`config.mk`:
```
export PLATFORM = sky130hd
export DESIGN_NAME = pvc_sqrt
export DESIGN_NICKNAME = d
export VERILOG_FILES = /design/src/rtl/pvc_pkg.sv /design/src/rtl/pvc_sqrt.sv
export SDC_FILE = /design/constraint.sdc
export NUM_CORES = 1
export LEC_CHECK = 0
export BUFFER_PORTS_ARGS = -buffer_cell sky130_fd_sc_hd__buf_2
export CAP_MARGIN = 20
export CORE_MARGIN = 2
export CORE_UTILIZATION = 37
export CTS_CLUSTER_DIAMETER = 30
export CTS_CLUSTER_SIZE = 16
export DETAILED_ROUTE_END_ITERATION = 10
export PLACE_DENSITY_LB_ADDON = 0.2
export SYNTH_ARGS = -nofsm -noshare
export SYNTH_HDL_FRONTEND = slang
export SYNTH_SLANG_ARGS = --single-unit
```
`constraint.sdc`:
```
create_clock -name clock -period 5.1 [get_ports clock]
set_input_delay 1.02 -clock clock [delete_from_list [all_inputs] [get_ports clock]]
set_output_delay 1.02 -clock clock [all_outputs]
set_load 0.1 [all_outputs]
```
`src/rtl/pvc_pkg.sv`:
```
// shared types and constants of the peridynamic volume correction block
// used by the square root unit and the top level; no dependencies
package pvc_pkg;

   localparam int RAD_W      = 64;
   localparam int ROOT_W     = RAD_W / 2;
   localparam int REM_W      = ROOT_W + 2;
   localparam int BITS_STEP  = 2;
   localparam int SQRT_ITERS = ROOT_W / BITS_STEP;
   localparam int ITER_W     = $clog2(SQRT_ITERS);

   typedef logic [RAD_W-1:0]  radicand_type;
   typedef logic [ROOT_W-1:0] root_type;
   typedef logic [REM_W-1:0]  remainder_type;

endpackage

```
`src/rtl/pvc_sqrt.sv`:
```
// iterative floor square root of a 64-bit value, two root bits per cycle
// depends on pvc_pkg for widths and types
module pvc_sqrt
   import pvc_pkg::*;
(
   input  logic         clock,
   input  logic         reset,
   input  logic         start,
   input  radicand_type radicand,
   output logic         done,
   output root_type     root
);

   localparam int TMP_W = REM_W + 2;

   radicand_type  rad_ff, rad_in;
   remainder_type rem_ff, rem_in;
   root_type      root_ff, root_in;
   logic [ITER_W-1:0] cnt_ff, cnt_in;
   logic          busy_ff, busy_in;
   logic          done_ff, done_in;

   always_comb begin
      logic [TMP_W-1:0] rem_t;
      logic [TMP_W-1:0] trial;
      rad_in  = rad_ff;
      rem_in  = rem_ff;
      root_in = root_ff;
      cnt_in  = cnt_ff;
      busy_in = busy_ff;
      done_in = 1'b0;
      rem_t   = '0;
      trial   = '0;
      if (start) begin
         rad_in  = radicand;
         rem_in  = '0;
         root_in = '0;
         cnt_in  = '0;
         busy_in = 1'b1;
      end else if (busy_ff) begin
         for (int k = 0; k < BITS_STEP; k++) begin
            rem_t = {rem_in, rad_in[RAD_W-1 -: 2]};
            rad_in = {rad_in[RAD_W-3:0], 2'b00};
            trial = {{(TMP_W-ROOT_W-2){1'b0}}, root_in, 2'b01};
            if (rem_t >= trial) begin
               rem_in  = REM_W'(rem_t - trial);
               root_in = {root_in[ROOT_W-2:0], 1'b1};
            end else begin
               rem_in  = REM_W'(rem_t);
               root_in = {root_in[ROOT_W-2:0], 1'b0};
            end
         end
         cnt_in = cnt_ff + 1'b1;
         if (cnt_ff == ITER_W'(SQRT_ITERS - 1)) begin
            busy_in = 1'b0;
            done_in = 1'b1;
         end
      end
   end

   always_ff @(posedge clock) begin
      rad_ff  <= rad_in;
      rem_ff  <= rem_in;
      root_ff <= root_in;
      cnt_ff  <= cnt_in;
      if (reset) begin
         busy_ff <= 1'b0;
         done_ff <= 1'b0;
      end else begin
         busy_ff <= busy_in;
         done_ff <= done_in;
      end
   end

   assign done = done_ff;
   assign root = root_ff;

endmodule

```
==> key figures <==
Run status
  – Run status: finished clean

Detailed routing
  – Post-DR vias/cell: 5.44
  – Wire per inst: 18.0 µm
  – DRT Pass-1 Iters: 5
  – Detailed Route Iter0 Violations: 588
  – Residual DRC count: 0
  – Post-route ant nets: 0
  – DR vias: 9,047
  – Final wirelength: 30,000 µm

Synth
  – Post-synth EDFFs: 64
  – Yosys top cell by area: edfxtp_1
  – Synth top area cells: edfxtp_1 20%, dfxtp_1 15%, ha_1 8.9%
  – Most used DFF post-synth: dfxtp_1
  – Synth warnings: 0
  – Synth unique cells: 71
  – Synth Register Bits: 136
  – Sequential-to-total area share from yosys stat: 34.5%
  – Yosys top cell area share: 19.7%
  – Syn_area_per_cell: 9.02 µm²
  – Count leader, synth: nor2_1
  – Commonest cells in the netlist: 98 x nor2_1, 88 x nand2_1, 77 x a21oi_1
  – Mapped Nets: 1,217
  – Cells after Synth: 1,081
  – Cell Area, Synth: 9750 µm²
  – Async set-or-reset flop fraction in the synthesized netlist: 0%

Worst setup path
  – Crit path kind: flop to flop
  – Crit start category: flop
  – Endpoint type of the worst setup path: flop
  – Worst EP arrival: 5.33 ns
  – Crit-path max FO: 8
  – FF-to-FF path depth: 24
  – Crit path required time: 5.43 ns

Clock network
  – Clock transition at path regs: 0.07 ns
  – Max H-tree Level: 4
  – Total CTS buffers: 17
  – Clock latency at the later pin of the worst-skew pair: 0.45 ns
  – TritonCTS clock tree: built
  – Num Clock Sinks: 136
  – Hold Buf Count CTS: 0
  – CTS max path bufs: 2
  – Root Buffer: clkbuf_16

Min path
  – Hold Crit Class: flop to flop
  – Hold Path Depth: 2

Global route
  – Largest net degree at the start of global routing: 91
  – Total track usage: 20.5%
  – Initial antenna violation count: 2
  – Grt ovf: 0
  – First-pass GRT wire length: 45,500 µm
  – Vias in the first global route: 8,694

STA
  – Max Freq: 200 MHz
  – Setup Skew: 0.0245 ns
  – RSZ-0062 raised after global routing: true
  – Relative slew slack: 25.3%
  – Final setup vio count: 0
  – Worst-margin pin slew: 1.12 ns
  – Final hold vios: 0
  – Final min period: 5.00 ns
  – Period utilization: 98.1%
  – Hold slack: 0.504 ns
  – Max Transition Viols Final: 0

Floorplan
  – Chip Height: 166 µm
  – Top-Level Pins: 100
  – Die area: 27,700 µm²
  – Die X-Extent: 166 µm
  – Core box area: 26,000 µm²
  – Cell row count: 59
  – Starting Density: 37.5%

Finish
  – Fillers: 2,445
  – Synthesis-to-layout area growth: 34.5%
  – Share of cells above drive strength 1: 38.6%
  – Ant diodes: 0
  – Final #Nets: 1,451
  – Area occupied by multi-input gates: 6560 µm²
  – FF+latch area: 3470 µm²

Job
  – Maxcap violations: 0

Placed design
  – Post-DP HPWL: 21,700 µm
  – Port Buffer Count: 99
  – Placer congestion estimate: 0.877
==> layout by cell type (no fill, tap or decap), types with 7 or more instances in the layout <==
cell / synthesis / routed
buf_6: 2 / 9
xor2_1: 30 / 30
ha_2: 0 / 9
a31oi_1: 11 / 7
buf_4: 2 / 153
o21bai_1: 11 / 11
a21oi_1: 77 / 58
nor3_1: 23 / 14
a21oi_2: 1 / 18
xnor2_1: 29 / 29
nand2_1: 88 / 84
nor3_2: 0 / 9
a21o_1: 45 / 44
ha_4: 0 / 15
dfxtp_4: 0 / 28
and3_1: 9 / 9
inv_6: 0 / 7
clkbuf_16: 0 / 17
dfxtp_1: 72 / 39
nand2b_1: 12 / 12
buf_2: 1 / 98
nand4_1: 22 / 22
ha_1: 69 / 45
mux2_2: 62 / 62
edfxtp_1: 64 / 64
nand3_1: 11 / 11
nor2_1: 98 / 94
inv_1: 55 / 47
mux2i_1: 53 / 52
a211oi_1: 25 / 24
o21ai_0: 60 / 24
o21ai_2: 0 / 11
o21ai_1: 1 / 23
==> registers in the layout, summed over array words and instances, names as in the netlist <==
signal,cells
done,1
root,32
rem_ff,34
cnt_ff,4
busy_ff,1
rad_ff,64
==> what timing repair did <==
action | CTS | global route
gates cloned | 0 | 2
setup endpoints to repair | 33 | 35
pin swaps | 1 | 60
gates resized for setup | 14 | 137
setup buffers | 0 | 26
==> layout make-up <==
cell class              count  share of cell area (%)
inverters                  56                    1.79
repair buffers            263                    13.7
well taps                 335                    3.20
clock inverters            14                    1.17
multi-input cells         839                    50.1
repair inverters            2                   0.191
clock buffers              18                    3.35
flip-flops and latches    136                    26.5
==> through the flow <==
step / cell area [µm²] / util, % / cells / worst slack [ns] / TNS [ns]
floorplan: 10000 / - / 1081 / -0.0126 / -0.0429
global placement: 11700 / 45.2 / 1603 / -0.139 / -0.970
detailed placement: 11700 / 45.2 / 1603 / -0.156 / -1.28
CTS: 12400 / 47.6 / 1635 / 0.00966 / 0
global route: 13100 / 50.4 / 1663 / -0.0984 / -0.684
finish: 13100 / 50.4 / 1663 / 0.0977 / 0
==> metal layers <==
layer	track usage, %	vias up	routed length [µm]
met5	0	-	13
met4	6.97	2	741
met3	4.15	51	1480
met2	34.8	231	14300
met1	26.2	4304	13500
li1	-	4459	-
==> cells by family after synthesis <==
| kind of cell | Yosys count | share of synthesized area [%] |
|---|---|---|
| muxes | 115 | 12.6 |
| DFF | 136 | 34.5 |
| adders and majority gates | 69 | 8.86 |
| xor gates and xnor gates | 60 | 5.47 |
| buffers and inverters | 106 | 4.35 |
| AOI/OAI and AO/OA | 292 | 19.6 |
| and+or+nand+nor | 303 | 14.6 |
==> final timing paths <==
path,end,start,slack [ns]
max,rem_ff[31]$_SDFFE_PP0P_,root[28]$_SDFFE_PP0P_,0.1
min,rem_ff[11]$_SDFFE_PP0P_,rem_ff[11]$_SDFFE_PP0P_,0.50
max reg2reg,rem_ff[31]$_SDFFE_PP0P_,root[28]$_SDFFE_PP0P_,0.1
min reg2reg,rem_ff[11]$_SDFFE_PP0P_,rem_ff[11]$_SDFFE_PP0P_,0.50
==> critical path: stages (launching register included) <==
cell	delay (ns)
dfxtp_4	0.37
inv_4	0.05
ha_4	0.28
nand4_1	0.21
or2_1	0.29
or4_4	0.54
a211oi_2	0.23
or3_4	0.25
buf_6	0.14
clkinv_8	0.08
buf_6	0.16
o21ai_1	0.13
buf_4	0.13
ha_4	0.19
nand2_1	0.08
nand2b_1	0.08
a21o_1	0.19
a21oi_2	0.15
o21ai_1	0.11
or3_1	0.37
a21oi_2	0.16
o31ai_1	0.09
a21oi_1	0.17
xnor2_1	0.09
a221o_1	0.31
Power is not shown: default switching activity piles up to over one toggle a cycle in this logic, so the estimate is an artifact.
